**config.mk**
```make
export PLATFORM = sky130hd
export DESIGN_NAME = isu_cell
export DESIGN_NICKNAME = d
export VERILOG_FILES = /design/src/sv/isu_pkg.sv /design/src/sv/isu_cell.sv
export SDC_FILE = /design/constraint.sdc
export NUM_CORES = 1
export LEC_CHECK = 0
export BUFFER_PORTS_ARGS = -buffer_cell sky130_fd_sc_hd__buf_2
export CAP_MARGIN = 20
export CORE_MARGIN = 1.5
export CORE_UTILIZATION = 49
export CTS_BUF_LIST = sky130_fd_sc_hd__clkbuf_8
export DETAILED_ROUTE_END_ITERATION = 10
export PLACE_DENSITY = 0.95
export SLEW_MARGIN = 20
export SYNTH_ARGS = -nofsm -noshare
export SYNTH_HDL_FRONTEND = slang
export SYNTH_SLANG_ARGS = --single-unit
```
**constraint.sdc**
```tcl
create_clock -name clk_i -period 7.95 [get_ports clk_i]
set_input_delay 0.795 -clock clk_i [delete_from_list [all_inputs] [get_ports clk_i]]
set_output_delay 0.795 -clock clk_i [all_outputs]
set_load 0.01 [all_outputs]
```
**src/sv/isu_pkg.sv**
```systemverilog
// Shared types and constants for the indexed sequence store unit.
// No dependencies; imported by every module of the block.
package isu_pkg;

  localparam int WORD_W      = 32;
  localparam int FUNC_W      = 3;
  localparam int POS_W       = 6;
  localparam int COUNT_W     = 7;
  localparam int STATUS_W    = 2;
  localparam int IN_TDATA_W  = 40;  // value + position, padded to 5 bytes
  localparam int OUT_TDATA_W = 40;  // read_value + count, padded to 5 bytes

  // request codes carried on the input tuser
  typedef enum logic [FUNC_W-1:0] {
    FN_INS_FRONT = 3'd0,
    FN_INS_BACK  = 3'd1,
    FN_INS_AT    = 3'd2,
    FN_DELETE    = 3'd3,
    FN_READ      = 3'd4,
    FN_SORT      = 3'd5
  } func_e;

  // result status carried on the output tuser
  typedef enum logic [STATUS_W-1:0] {
    ST_OK    = 2'd0,
    ST_RANGE = 2'd1,
    ST_EMPTY = 2'd2,
    ST_FULL  = 2'd3
  } status_e;

  // what every cell in the row does this cycle
  typedef enum logic [1:0] {
    CELL_HOLD   = 2'd0,
    CELL_INSERT = 2'd1,
    CELL_DELETE = 2'd2,
    CELL_SORT   = 2'd3
  } cell_op_e;

  typedef enum logic {
    FSM_IDLE = 1'b0,
    FSM_SORT = 1'b1
  } fsm_e;

  // broadcast control from the sequencer to the cell row
  typedef struct packed {
    cell_op_e            op;
    logic [WORD_W-1:0]   word;   // word to insert
    logic                phase;  // odd-even exchange phase
  } cell_ctl_t;

endpackage

```
**src/sv/isu_cell.sv**
```systemverilog
// One storage cell of the sequence row: holds one word and moves it to or
// from its neighbors for insert, delete and odd-even exchange. Uses isu_pkg.
module isu_cell #(
  parameter int IDX  = 0,
  parameter int CMPW = 7
) (
  input  logic                      clk_i,
  input  isu_pkg::cell_ctl_t        ctl_i,
  input  logic [CMPW-1:0]           pos_i,   // target index of insert/delete
  input  logic [CMPW-1:0]           len_i,   // stored entries before the op
  input  logic [isu_pkg::WORD_W-1:0] prev_i, // word of cell IDX-1
  input  logic [isu_pkg::WORD_W-1:0] next_i, // word of cell IDX+1
  output logic [isu_pkg::WORD_W-1:0] word_o
);
  import isu_pkg::*;

  localparam logic            PARITY   = 1'(IDX % 2);
  localparam logic            HAS_LEFT = (IDX > 0);
  localparam logic [CMPW-1:0] MY_IDX   = CMPW'(IDX);
  localparam logic [CMPW-1:0] NXT_IDX  = CMPW'(IDX + 1);

  logic [WORD_W-1:0] word_q, word_d;
  logic              in_list, right_in_list;
  logic              mine_gt_next, prev_gt_mine;

  // pair membership and signed compares for the exchange step
  assign in_list       = MY_IDX < len_i;
  assign right_in_list = NXT_IDX < len_i;
  assign mine_gt_next  = $signed(word_q) > $signed(next_i);
  assign prev_gt_mine  = $signed(prev_i) > $signed(word_q);

  // next word
  always_comb begin
    word_d = word_q;
    case (ctl_i.op)
      CELL_INSERT: begin
        if (MY_IDX == pos_i) begin
          word_d = ctl_i.word;
        end else if (MY_IDX > pos_i) begin
          word_d = prev_i;
        end
      end
      CELL_DELETE: begin
        if (MY_IDX >= pos_i) begin
          word_d = next_i;
        end
      end
      CELL_SORT: begin
        if (PARITY == ctl_i.phase) begin
          // left side of a pair
          if (right_in_list && mine_gt_next) begin
            word_d = next_i;
          end
        end else if (HAS_LEFT && in_list && prev_gt_mine) begin
          // right side of a pair
          word_d = prev_i;
        end
      end
      default: word_d = word_q;
    endcase
  end

  // storage: no reset, entries beyond the count are never read
  always_ff @(posedge clk_i) begin
    word_q <= word_d;
  end

  assign word_o = word_q;

endmodule

```
==> results of run 1 <==
-- cell usage after synthesis --
cell / count
o211ai_1: 1
a311o_1: 1
o31ai_1: 1
nand2_2: 1
a21o_1: 2
o21ai_1: 33
nand2_1: 37
edfxtp_1: 32
nand2b_1: 1
or3_1: 1
or2_1: 2
a211oi_1: 1
nor2_1: 5
a211o_1: 1
nand3_1: 4
nor4_1: 2
nor3_1: 2
ha_1: 35
clkbuf_1: 6
nor4_2: 1
buf_1: 4
mux2i_1: 32
inv_1: 34
or3b_1: 1
nand4_2: 1
o22ai_1: 1
a2111oi_0: 1
nor2b_1: 1
nand4_1: 7
a221o_1: 3
a21oi_1: 13
or4_1: 2
o21ai_0: 2
-- metal layers --
metal | GRT usage [%] | vias up | wire length [µm]
li1 | - | 1265 | -
met1 | 25.11 | 1132 | 2588
met2 | 45.13 | 87 | 3499
met3 | 6.560 | 8 | 389
met4 | 7.937 | 0 | 87
met5 | 0 | - | 0
-- cell type report --
cell class / count / area (µm²) / area share, %
clock buffers: 5 / 68.82 / 2.004
inverters: 34 / 127.6 / 3.717
flip-flops and latches: 32 / 960.9 / 27.99
repair buffers: 146 / 748.2 / 21.79
multi-input cells: 195 / 1431 / 41.69
clock inverters: 2 / 8.758 / 0.2551
well taps: 70 / 87.58 / 2.551
-- worst max-delay path: cells and delay by family --
| family | cells | cell delay, ns |
|---|---|---|
| buffers and inverters | 2 | 0.41 |
| AND/OR/NAND/NOR | 3 | 0.71 |
| AO/OA/AOI/OAI | 3 | 1.24 |
-- cell usage in the layout, fill, tap and decap left out, types with 2 or more instances in the layout --
| cell type | n |
|---|---|
| a21o_1 | 2 |
| a21oi_1 | 13 |
| a221o_1 | 3 |
| buf_2 | 144 |
| clkbuf_8 | 5 |
| edfxtp_1 | 32 |
| ha_1 | 35 |
| inv_1 | 35 |
| mux2i_1 | 32 |
| nand2_1 | 37 |
| nand3_1 | 4 |
| nand4_1 | 7 |
| nor2_1 | 5 |
| nor3_1 | 2 |
| nor4_1 | 2 |
| o21ai_0 | 2 |
| o21ai_1 | 33 |
| or4_1 | 2 |
-- stage by stage --
stage	instances	hold WS (ns)	util, %	total power [µW]	cell area (µm²)
global route	484	0.8139	67.65	501.4	3433
floorplan	271	0.9885	-	292.1	2556
global placement	476	1.091	65.73	346.2	3336
finish	484	0.8102	67.65	470.3	3433
detailed placement	476	1.096	65.73	354.1	3336
CTS	483	0.8026	67.26	471.9	3413
-- cell families after synthesis --
group	Yosys count	share of synthesized area [%]
mux	32	12.53
flops	32	37.59
fa+ha+maj	35	17.13
compound gates	60	13.36
simple gates	68	12.92
buf+inv	44	6.461
-- power breakdown --
part           switching, µW  internal, µW  total [µW]
Clock                   60.0          58.2         118
Combinational           74.0          63.3         137
Sequential              7.59           207         215
-- worst max-delay path by stage --
stage	slack, ns	endpoint	cells past startpoint	from
floorplan	4.58	word_o[0]	8	next_i[23]
global placement	4.44	word_o[19]	8	pos_i[5]
detailed placement	4.34	word_o[18]	8	pos_i[5]
CTS	4.64	word_o[1]	8	pos_i[5]
global route	4.56	word_o[1]	8	pos_i[5]
finish	4.67	word_o[16]	8	pos_i[5]
==> results, run 1 <==
- At the end of routability-driven placement, the weighted congestion stood at 0.7278.
- The max-slew violation total from the final report came to 0.
- The wire length of the first global-routing pass is 10210 µm.
- The placeable core region is roughly 0.0051 mm².
- The via density per instance is about 5.1.
- The sort of element at the end of the critical path is a flip-flop.
- The biggest area contributor in the post-synthesis netlist is edfxtp_1.
- The setup-violating endpoint count in the final report is 0.
- The remaining routing DRC violations is 0.
- The hold-critical path endpoint is word_o[15].
- A synthesized cell averages around 9.4 µm².
- Ranked by total cell area, the synthesized netlist is headed by edfxtp_1 38%, ha_1 17%, mux2i_1 13%.
- The reg-to-reg setup timing slack is approximately 5.0 ns.
- The count of H-tree levels built during CTS is 2.
- The total number of clock tree sinks is 32.
- Buffers added to address setup during post-CTS repair amount to 0.
- The count of nets left with antenna violations once routing finished came out at 0.
- TritonCTS built the clock tree.
- In this run the worst hold path is classified as in -> reg.
- The number of library cell types mapped by synthesis is 33.
- In this run the critical register-to-register path is captured at word_o[16].
- The clock-pin slew of the registers on the worst-case setup and hold paths is approximately 0.070 ns.
- The run finished with clean final reports.
- The register with the most flip-flops in the layout has 32 of them.
- Entering global routing, the biggest net connects 65 pins.
- The number of global-route vias before repair is ~2500.
- The global-route usage over all layers is 23.74%.
- In this run the deepest clock path goes through 2 buffers.
- Across all setup checks in the final design, the least slack found is around 4.7 ns.
- The number of fill cells is between 400 and 500.
- At the pin with the least slew margin, the transition time is 0.7970 ns.
- The depth of the worst register-to-register path is 7.
- The path type of the worst setup path is in -> reg.
- The number of hold buffers added after CTS was 0.
- The number of top-level pins is about 150.
- The tree is rooted in a clkbuf_8.
- The synthesized design devotes to its leading area cell type 37.59% of total area.
- The die covers between 0.005 and 0.006 mm².
- The final routed wirelength across all metal layers is around 6600 µm.
- For the worst setup path, the data required time is about 7.9 ns.
- The quantity of gates resized following cts is 0.
- Summing every instance area after synthesis gives between 0.002 and 0.003 mm².
- After legalization and detailed placement, the total HPWL measured approximately 5200 µm.
- The maximum clock frequency is ~300 MHz.
- The final net count is roughly 560.
- Traced cell by cell, the critical path runs through buf_2, nor4_2, nand2_2, buf_4, a221o_1, or3_1, o22ai_1, a311o_2.
- Sequential elements use a little under two fifths of the synthesized area.
- The number of buffers created by CTS is 5.
- The initial antenna violation count came to 0.
- In this run the most critical hold path is launched from next_i[15].
- Synthesis produced 271 cells.
- Clock skew on the completed layout was measured at 0.004793 ns.
- The die is 75.23 µm tall.
- The highest net fanout along the worst path is 34.
- The first routing iteration left about 100 violations.
- The clock reaches the later pin of the worst-skew pair after roughly 0.28 ns.
- The number of I/O port buffers is around 140.
- Summed over all layers, the global routing overflow is 0.
- The tool flagged a number of max-cap violations equal to 0.
- In this run the horizontal extent of the chip is 75.23 µm.
- The area growth from synthesis to layout is 34.31%.
- The total nets after synthesis is between 400 and 500.
- The fraction of layout instances using a drive strength above 1 is a little under two fifths.
- The initial utilization of the core area, before any placement, comes to between 50% and 60%.
- In the final routed layout, each cell accounts on average for about 14 µm.
- Setup repair after global routing left no endpoint under its margin.
- The slowest stage of the critical path belongs to the cell a311o_2.
- The power density over the cells is 137.0 mW/mm².
- The via total after detailed routing is 2492.
- Across the VDD grid, the largest voltage drop is about 90 µV.
- Setup total negative slack on the finished layout was measured at 0 ns.
- The count of synthesis-stage warnings from yosys is 0.
- The count of final hold-check violations is 0.
- STA classifies the critical path startpoint as an input port.
- The worst hold path was traced through 3 stages.
- The total of flip-flops plus latches after synthesis is 32.
- The source of the worst register-to-register timing path is word_o[31].
- The minimum setup slack after placement is around 4.3 ns.
- In this run the static leakage power is roughly 0.0019 µW.
- The repair_antennas step left the layout with diodes totalling 0.
- The worst slew slack as a fraction of its limit is 46.86%.
- The arrival time of data at the critical path endpoint is 3.19 ns.
- In this design, the stage delay of the slowest critical-path cell is approximately 0.67 ns.
- The iteration count of the initial detailed-routing pass is 4.
- The shortest period the worst path allows is 3.280 ns.
- The final worst-path cycle share is just over 40%.
- The total number of placement rows is 26.
Power figures use the tool's default switching activity.
==> run 2, diff against run 1 <==
--- a/config.mk
+++ b/config.mk
@@ -8,10 +8,10 @@
 export BUFFER_PORTS_ARGS = -buffer_cell sky130_fd_sc_hd__buf_2
 export CAP_MARGIN = 20
 export CORE_MARGIN = 1.5
-export CORE_UTILIZATION = 49
+export CORE_UTILIZATION = 46
 export CTS_BUF_LIST = sky130_fd_sc_hd__clkbuf_8
 export DETAILED_ROUTE_END_ITERATION = 10
-export PLACE_DENSITY = 0.95
+export PLACE_DENSITY = 0.91
 export SLEW_MARGIN = 20
 export SYNTH_ARGS = -nofsm -noshare
 export SYNTH_HDL_FRONTEND = slang
==> constraint.sdc (replaced) <==
create_clock -name clk_i -period 3.2 [get_ports clk_i]
set_input_delay 0.32 -clock clk_i [delete_from_list [all_inputs] [get_ports clk_i]]
set_output_delay 0.32 -clock clk_i [all_outputs]
set_load 0.01 [all_outputs]
==> results, run 2 (synthesized netlist as in run 1, its figures left out) <==
- Run status: finished clean (unchanged).
- The initial antenna violation count is 0 (unchanged).
- The final net count is 562 (was 563).
- The most common cell after layout, fill and taps aside is buf_2 (unchanged).
- The clock-pin slew of the registers on the worst-case setup and hold paths was 0.07 ns (about the same).
- The placeable core region came to 0.005238 mm² (was 0.005075 mm²).
- The area of all placed cells without fillers is 0.003418 mm² (was 0.003433 mm²).
- The routed wire length per instance came to 13.99 µm (was 13.56 µm).
- The horizontal die dimension is 77.55 µm (was 75.23 µm).
- The capture point of the worst reg-to-reg path is word_o[4] (was word_o[16]).
- The count of H-tree levels built during CTS is 2 (unchanged).
- The net switching component of the power is 352.3 µW (was 141.7 µW).
- The sort of element at the end of the critical path is a flip-flop (unchanged).
- The type of origin of the critical path is a flip-flop (was input port).
- The number of I/O port buffers came to 144 (unchanged).
- The transition time of the tightest slew-check pin is 0.8016 ns (was 0.7970 ns).
- The number of fill cells is 441 (was 402).
- The peak supply drop is 203.7 µV (was 88.74 µV).
- The share of the core filled with cells was 65.27% (was 67.65%).
- The portion of total power attributed to combinational logic is 29.2% (about the same).
- The total internal power came to 814.9 µW (was 328.6 µW).
- The global-route usage over all layers is 22.94% (was 23.74%).
- The maximum clock path buffer count is 2 (unchanged).
- The CTS tree was done (unchanged).
- The final antenna-violating net count is 0 (unchanged).
- The net switching share of the total power is 30.18% (was 30.12%).
- The final global-route overflow total is 0 (unchanged).
- Unrepaired setup endpoints after global routing: no (unchanged).
- The data required time at the worst endpoint is 3.12 ns (was 7.86 ns).
- The path type of the worst setup path is reg -> reg (was in -> reg).
- The number of top-level pins came to 146 (unchanged).
- The power density over the cells was 341.5 mW/mm² (was 137.0 mW/mm²).
- The highest net fanout along the worst path is 32 (was 34).
- The starting density of the core is 48.81% (was 50.37%).
- The post-CTS setup buffer count is 0 (unchanged).
- The clock latency reported for the late side of the worst-skew pair came to 0.27 ns (was 0.28 ns).
- The area added between synthesis and finish is 33.72% (was 34.31%).
- The kind of path behind the tightest hold check is in -> reg (unchanged).
- The quantity of gates resized following cts was 0 (unchanged).
- The max-capacitance violation count is 0 (unchanged).
- The final antenna diode count was 0 (unchanged).
- For the finished layout, the period the worst path requires is between 2 and 3 ns.
- The count of placed standard cells in the final layout, fillers left out is 484 (unchanged).
- The sequential power share is 45.6% (was 45.7%).
- The hold-critical path endpoint is word_o[16] (was word_o[15]).
- The number of buffers created by CTS came to 5 (unchanged).
- The routability-driven placement congestion ratio is 0.7887 (was 0.7278).
- The max-slew violation total from the final report is 0 (unchanged).
- The detailed-placement wirelength estimate is 5445 µm (was 5239 µm).
- The number of flip-flops in the largest register was 32 (unchanged).
- Static timing analysis puts the maximum clock frequency at roughly 350 MHz.
- The worst hold path cell count is 3 (unchanged).
- The count of final hold-check violations is 0 (unchanged).
- The clock network fraction of design power is 25.2% (was 25.1%).
- The accumulated negative setup slack is 0 ns (unchanged).
- The start point of the worst min-delay path is next_i[16] (was next_i[15]).
- The final critical path takes up between 90% and 100% of the cycle.
- The overall die area is 0.006013 mm² (was 0.005659 mm²).
- The count of routing violations after the opening detailed-route iteration was 90 (was 104).
- The via total after detailed routing is 2491 (was 2492).
- The arrival time of data at the critical path endpoint came to 2.80 ns (was 3.19 ns).
- The worst slew slack as a fraction of its limit is 46.56% (was 46.86%).
- The number of global-route vias before repair was 2518 (was 2464).
- The fraction of layout instances using a drive strength above 1 is 37.44% (was 37.92%).
- The maximum number of pins on one net before global-route repair came to 65 (unchanged).
- The depth of the worst register-to-register path is 7 (unchanged).
- The clock root buffer master was clkbuf_8 (unchanged).
- The static leakage power came to 0.001924 µW (was 0.001930 µW).
- The source of the worst register-to-register timing path was word_o[31] (unchanged).
- The via density per instance is 5.147 (was 5.149).
- The post-cts hold buffer count was 0 (unchanged).
- The die height is 77.55 µm (was 75.23 µm).
- The placed instance area is 0.003336 mm² (unchanged).
- The iteration count of the initial detailed-routing pass is 4 (unchanged).
- The wire length of the first global-routing pass was 11030 µm (was 10210 µm).
- The setup-violating endpoint count in the final report is 0 (unchanged).
- The remaining routing DRC violations is 0 (unchanged).
- The reg-to-reg setup timing slack was 0.32 ns (was 5.03 ns).
- The total number of placement rows was 26 (unchanged).
- The final routed wirelength across all metal layers is 6770 µm (was 6564 µm).
- Leading cell types in the layout, fill and taps excluded: 144 x buf_2, 37 x nand2_1, 36 x inv_1 (was 144 x buf_2, 37 x nand2_1, 35 x inv_1, 35 x ha_1, 33 x o21ai_1).
- The number of cells in the design after placement came to 476 (unchanged).
- The setup clock skew after layout is 0.002514 ns (was 0.004793 ns).
- The total number of clock tree sinks is 32 (unchanged).
-- run 2: cell count changes in the layout (fill, tap and decap cells not counted) --
cell,change
buf_12,-1
clkinv_1,+1
clkinv_2,-1
inv_1,+1
or2_2,-1
or2_4,+1
-- run 2: through the flow --
| stage | hold WS, ns | setup slack, ns | total power, µW |
|---|---|---|---|
| 2_1_floorplan | 0.5135 | 0.2084 | 725.6 |
| 3_3_place_gp | 0.6151 | 0.3167 | 860.2 |
| 3_5_place_dp | 0.6233 | 0.2670 | 881.8 |
| 4_1_cts | 0.3335 | 0.3052 | 1175 |
| 5_1_grt | 0.3536 | 0.1846 | 1236 |
| 6_report | 0.3436 | 0.3173 | 1167 |
-- run 2: worst max-delay path by stage --
stage,from,slack (ns),end,cells after the start
after global placement,next_i[31],0.32,word_o[14],9
after detailed placement,next_i[31],0.27,word_o[17],9
after global routing,word_o[14],0.18,word_o[4],7
final,word_o[31],0.32,word_o[4],7
after floorplan,word_o[23],0.21,word_o[0],7
after CTS,word_o[31],0.31,word_o[11],7
-- run 2: area by class of cell --
cell class | count | area, µm² | area share, %
Sequential cell | 32 | 960.9 | 28.11
Inverter | 34 | 127.6 | 3.734
Clock inverter | 3 | 11.26 | 0.3294
Tap cell | 70 | 87.58 | 2.562
Multi-Input combinational cell | 195 | 1434 | 41.95
Timing Repair Buffer | 145 | 728.2 | 21.30
Clock buffer | 5 | 68.82 | 2.013
-- run 2: worst max-delay path, cell delays in order (launching register included) --
cell      delay, ns
edfxtp_1       0.39
ha_1           0.39
nand4_2        0.18
or4_1          0.55
nor2_1         0.15
or3_1          0.12
o22ai_1        0.07
a311o_2        0.67
-- run 2: metal layers --
metal | vias up | share of wire (%) | global-route usage [%] | wire [µm]
met5 | - | 0 | 0 | 0
met4 | 0 | 1.0 | 6.727 | 71
met3 | 6 | 6.1 | 4.588 | 415
li1 | 1266 | - | - | -
met1 | 1127 | 40 | 25.84 | 2730
met2 | 92 | 52 | 43.25 | 3554
-- run 2: power groups by stage --
stage          logic (µW)  clock network, µW  registers [µW]
2_1_floorplan         167                  0             558
3_3_place_gp          321                  0             539
3_5_place_dp          340                  0             542
4_1_cts               343                300             533
5_1_grt               381                317             537
6_report              341                294             532
==> run 3, diff against run 2 <==
--- a/config.mk
+++ b/config.mk
@@ -5,13 +5,17 @@
 export SDC_FILE = /design/constraint.sdc
 export NUM_CORES = 1
 export LEC_CHECK = 0
+export ABC_CLOCK_PERIOD_IN_PS = 3200
 export BUFFER_PORTS_ARGS = -buffer_cell sky130_fd_sc_hd__buf_2
 export CAP_MARGIN = 20
+export CELL_PAD_IN_SITES_DETAIL_PLACEMENT = 0
+export CELL_PAD_IN_SITES_GLOBAL_PLACEMENT = 1
 export CORE_MARGIN = 1.5
-export CORE_UTILIZATION = 46
+export CORE_UTILIZATION = 32
 export CTS_BUF_LIST = sky130_fd_sc_hd__clkbuf_8
 export DETAILED_ROUTE_END_ITERATION = 10
-export PLACE_DENSITY = 0.91
+export HOLD_SLACK_MARGIN = 0.05
+export PLACE_DENSITY = 0.9
 export SLEW_MARGIN = 20
 export SYNTH_ARGS = -nofsm -noshare
 export SYNTH_HDL_FRONTEND = slang
==> results, run 3 (synthesized netlist as in run 1, its figures left out) <==
- The highest net fanout along the worst path was 32 (unchanged).
- The minimum setup slack after placement is 0.1899 ns (was 0.2670 ns).
- The final global-route overflow total is 0 (unchanged).
- The transition time of the tightest slew-check pin was 0.8185 ns (was 0.8016 ns).
- The wire length of the first global-routing pass is 10580 µm (was 11030 µm).
- The routability-driven placement congestion ratio is 0.7321 (was 0.7887).
- The depth of the worst register-to-register path is 7 (unchanged).
- The capture point of the worst reg-to-reg path is word_o[17] (was word_o[4]).
- The peak supply drop is 156.5 µV (was 203.7 µV).
- The remaining routing DRC violations is 0 (unchanged).
- The via total after detailed routing is 2410 (was 2491).
- The fraction of layout instances using a drive strength above 1 was 37.53% (was 37.44%).
- The count of H-tree levels built during CTS is 2 (unchanged).
- The accumulated negative setup slack is 0 ns (unchanged).
- The number of top-level pins came to 146 (unchanged).
- The routed wire length per instance is 12.64 µm (was 13.99 µm).
- The start point of the worst min-delay path is next_i[27] (was next_i[16]).
- Leading cell types in the layout, fill and taps excluded: 144 x buf_2, 37 x nand2_1, 35 x ha_1 (was 144 x buf_2, 37 x nand2_1, 36 x inv_1).
- The total power of the final layout is 1159 µW (was 1167 µW).
- The global-route usage over all layers came to 15.44% (was 22.94%).
- The detailed-placement wirelength estimate was 5307 µm (was 5445 µm).
- The max-capacitance violation count is 0 (unchanged).
- The static leakage power is 0.001915 µW (was 0.001924 µW).
- The setup clock skew after layout is 0.007406 ns (was 0.002514 ns).
- The path type of the worst setup path is reg -> reg (unchanged).
- The starting density of the core was 33.08% (was 48.81%).
- The clock-pin slew of the registers on the worst-case setup and hold paths is 0.07 ns (about the same).
- The placeable core region is 0.007727 mm² (was 0.005238 mm²).
- The share of the core filled with cells came to 44.71% (was 65.27%).
- The quantity of gates resized following cts is 0 (unchanged).
- The source of the worst register-to-register timing path is word_o[14] (was word_o[31]).
- The maximum clock frequency is 339.2 MHz (was 346.9 MHz).
- The final antenna diode count is 0 (unchanged).
- The type of origin of the critical path was a flip-flop (unchanged).
- The kind of path behind the tightest hold check is in -> reg (unchanged).
- The via density per instance is 4.680 (was 5.147).
- The die height is 92.38 µm (was 77.55 µm).
- The maximum number of pins on one net before global-route repair came to 65 (unchanged).
- The final worst-path cycle share is 92.13% (was 90.08%).
- The total number of placement rows is 32 (was 26).
- The reg-to-reg setup timing slack is 0.25 ns (was 0.32 ns).
- The critical path startpoint was word_o[14] (was word_o[31]).
- The maximum clock path buffer count is 2 (unchanged).
- The post-CTS setup buffer count is 0 (unchanged).
- The setup-violating endpoint count in the final report is 0 (unchanged).
- The sort of element at the end of the critical path is a flip-flop (unchanged).
- The post-cts hold buffer count is 0 (unchanged).
- The final net count was 562 (unchanged).
- The power density over the cells is 335.5 mW/mm² (was 341.5 mW/mm²).
- The final routed wirelength across all metal layers was 6512 µm (was 6770 µm).
- The number of flip-flops in the largest register is 32 (unchanged).
- The final antenna-violating net count is 0 (unchanged).
- Unrepaired setup endpoints after global routing: no (unchanged).
- The overall die area is 0.008533 mm² (was 0.006013 mm²).
- The number of global-route vias before repair was 2411 (was 2518).
- The horizontal die dimension was 92.38 µm (was 77.55 µm).
- The number of I/O port buffers came to 144 (unchanged).
- The total number of clock tree sinks came to 32 (unchanged).
- The count of routing violations after the opening detailed-route iteration is 40 (was 90).
- The hold-critical path endpoint is word_o[27] (was word_o[16]).
- The data required time at the worst endpoint is 3.13 ns (was 3.12 ns).
- The initial antenna violation count is 0 (unchanged).
- The most common cell after layout, fill and taps aside is buf_2 (unchanged).
- Run status: finished clean (unchanged).
- The CTS tree was done (unchanged).
- The worst hold path cell count is 3 (unchanged).
- The max-slew violation total from the final report is 0 (unchanged).
- The number of buffers created by CTS is 5 (unchanged).
- The worst-case setup margin in the final layout is 0.2518 ns (was 0.3173 ns).
- The shortest period the worst path allows was 2.948 ns (was 2.883 ns).
- The clock root buffer master was clkbuf_8 (unchanged).
- The clock latency reported for the late side of the worst-skew pair is 0.28 ns (was 0.27 ns).
- The arrival time of data at the critical path endpoint was 2.87 ns (was 2.80 ns).
- The iteration count of the initial detailed-routing pass is 4 (unchanged).
- The worst slew slack as a fraction of its limit is 45.44% (was 46.56%).
- The count of final hold-check violations is 0 (unchanged).
- The area added between synthesis and finish came to 35.14% (was 33.72%).
[run 3: changes by cell type in the layout (fill, tap and decap cells not counted)]
cell	delta
clkinv_1	+1
inv_1	-2
[run 3: area by class of cell]
class	instances	area, µm²
sequential	32	960.9
inverter	34	127.6
fill	783	4273
multi-input combinational	195	1434
clock buffer	5	68.82
timing repair buffer	145	728.2
clock inverter	2	7.507
tap	102	127.6
[run 3: where the power goes]
group / leakage, µW / switching (µW) / internal, µW
clock network: 0.0000391 / 150 / 144
logic: 0.00157 / 180 / 153
registers: 0.000302 / 18.1 / 515
[run 3: worst max path at each step]
stage | cells after the start | end
4_1_cts | 7 | word_o[12]
3_3_place_gp | 9 | word_o[11]
5_1_grt | 7 | word_o[15]
3_5_place_dp | 9 | word_o[12]
6_report | 7 | word_o[17]
2_1_floorplan | 7 | word_o[0]
[run 3: routing by layer]
layer | vias up | track usage (%) | wire length [µm]
met5 | - | 0 | 0
met4 | 0 | 3.205 | 52
met3 | 7 | 4.762 | 487
met2 | 86 | 28.62 | 3283
met1 | 1054 | 17.21 | 2689
li1 | 1263 | - | -
[run 3: through the flow]
stage	hold WS, ns	std cells	cell area (µm²)
detailed placement	0.6196	508	3376
global route	0.3307	515	3455
global placement	0.6210	508	3376
floorplan	0.5135	271	2556
finish	0.3299	515	3455
CTS	0.3182	515	3452
[run 3: worst max-delay path: stages, from the launching register on]
cell and delay (ns):
edfxtp_1 0.41, ha_1 0.35, nand4_1 0.20, or4_1 0.56, nor2_1 0.19, or3b_1 0.15, o22ai_1 0.06, a311o_2 0.68
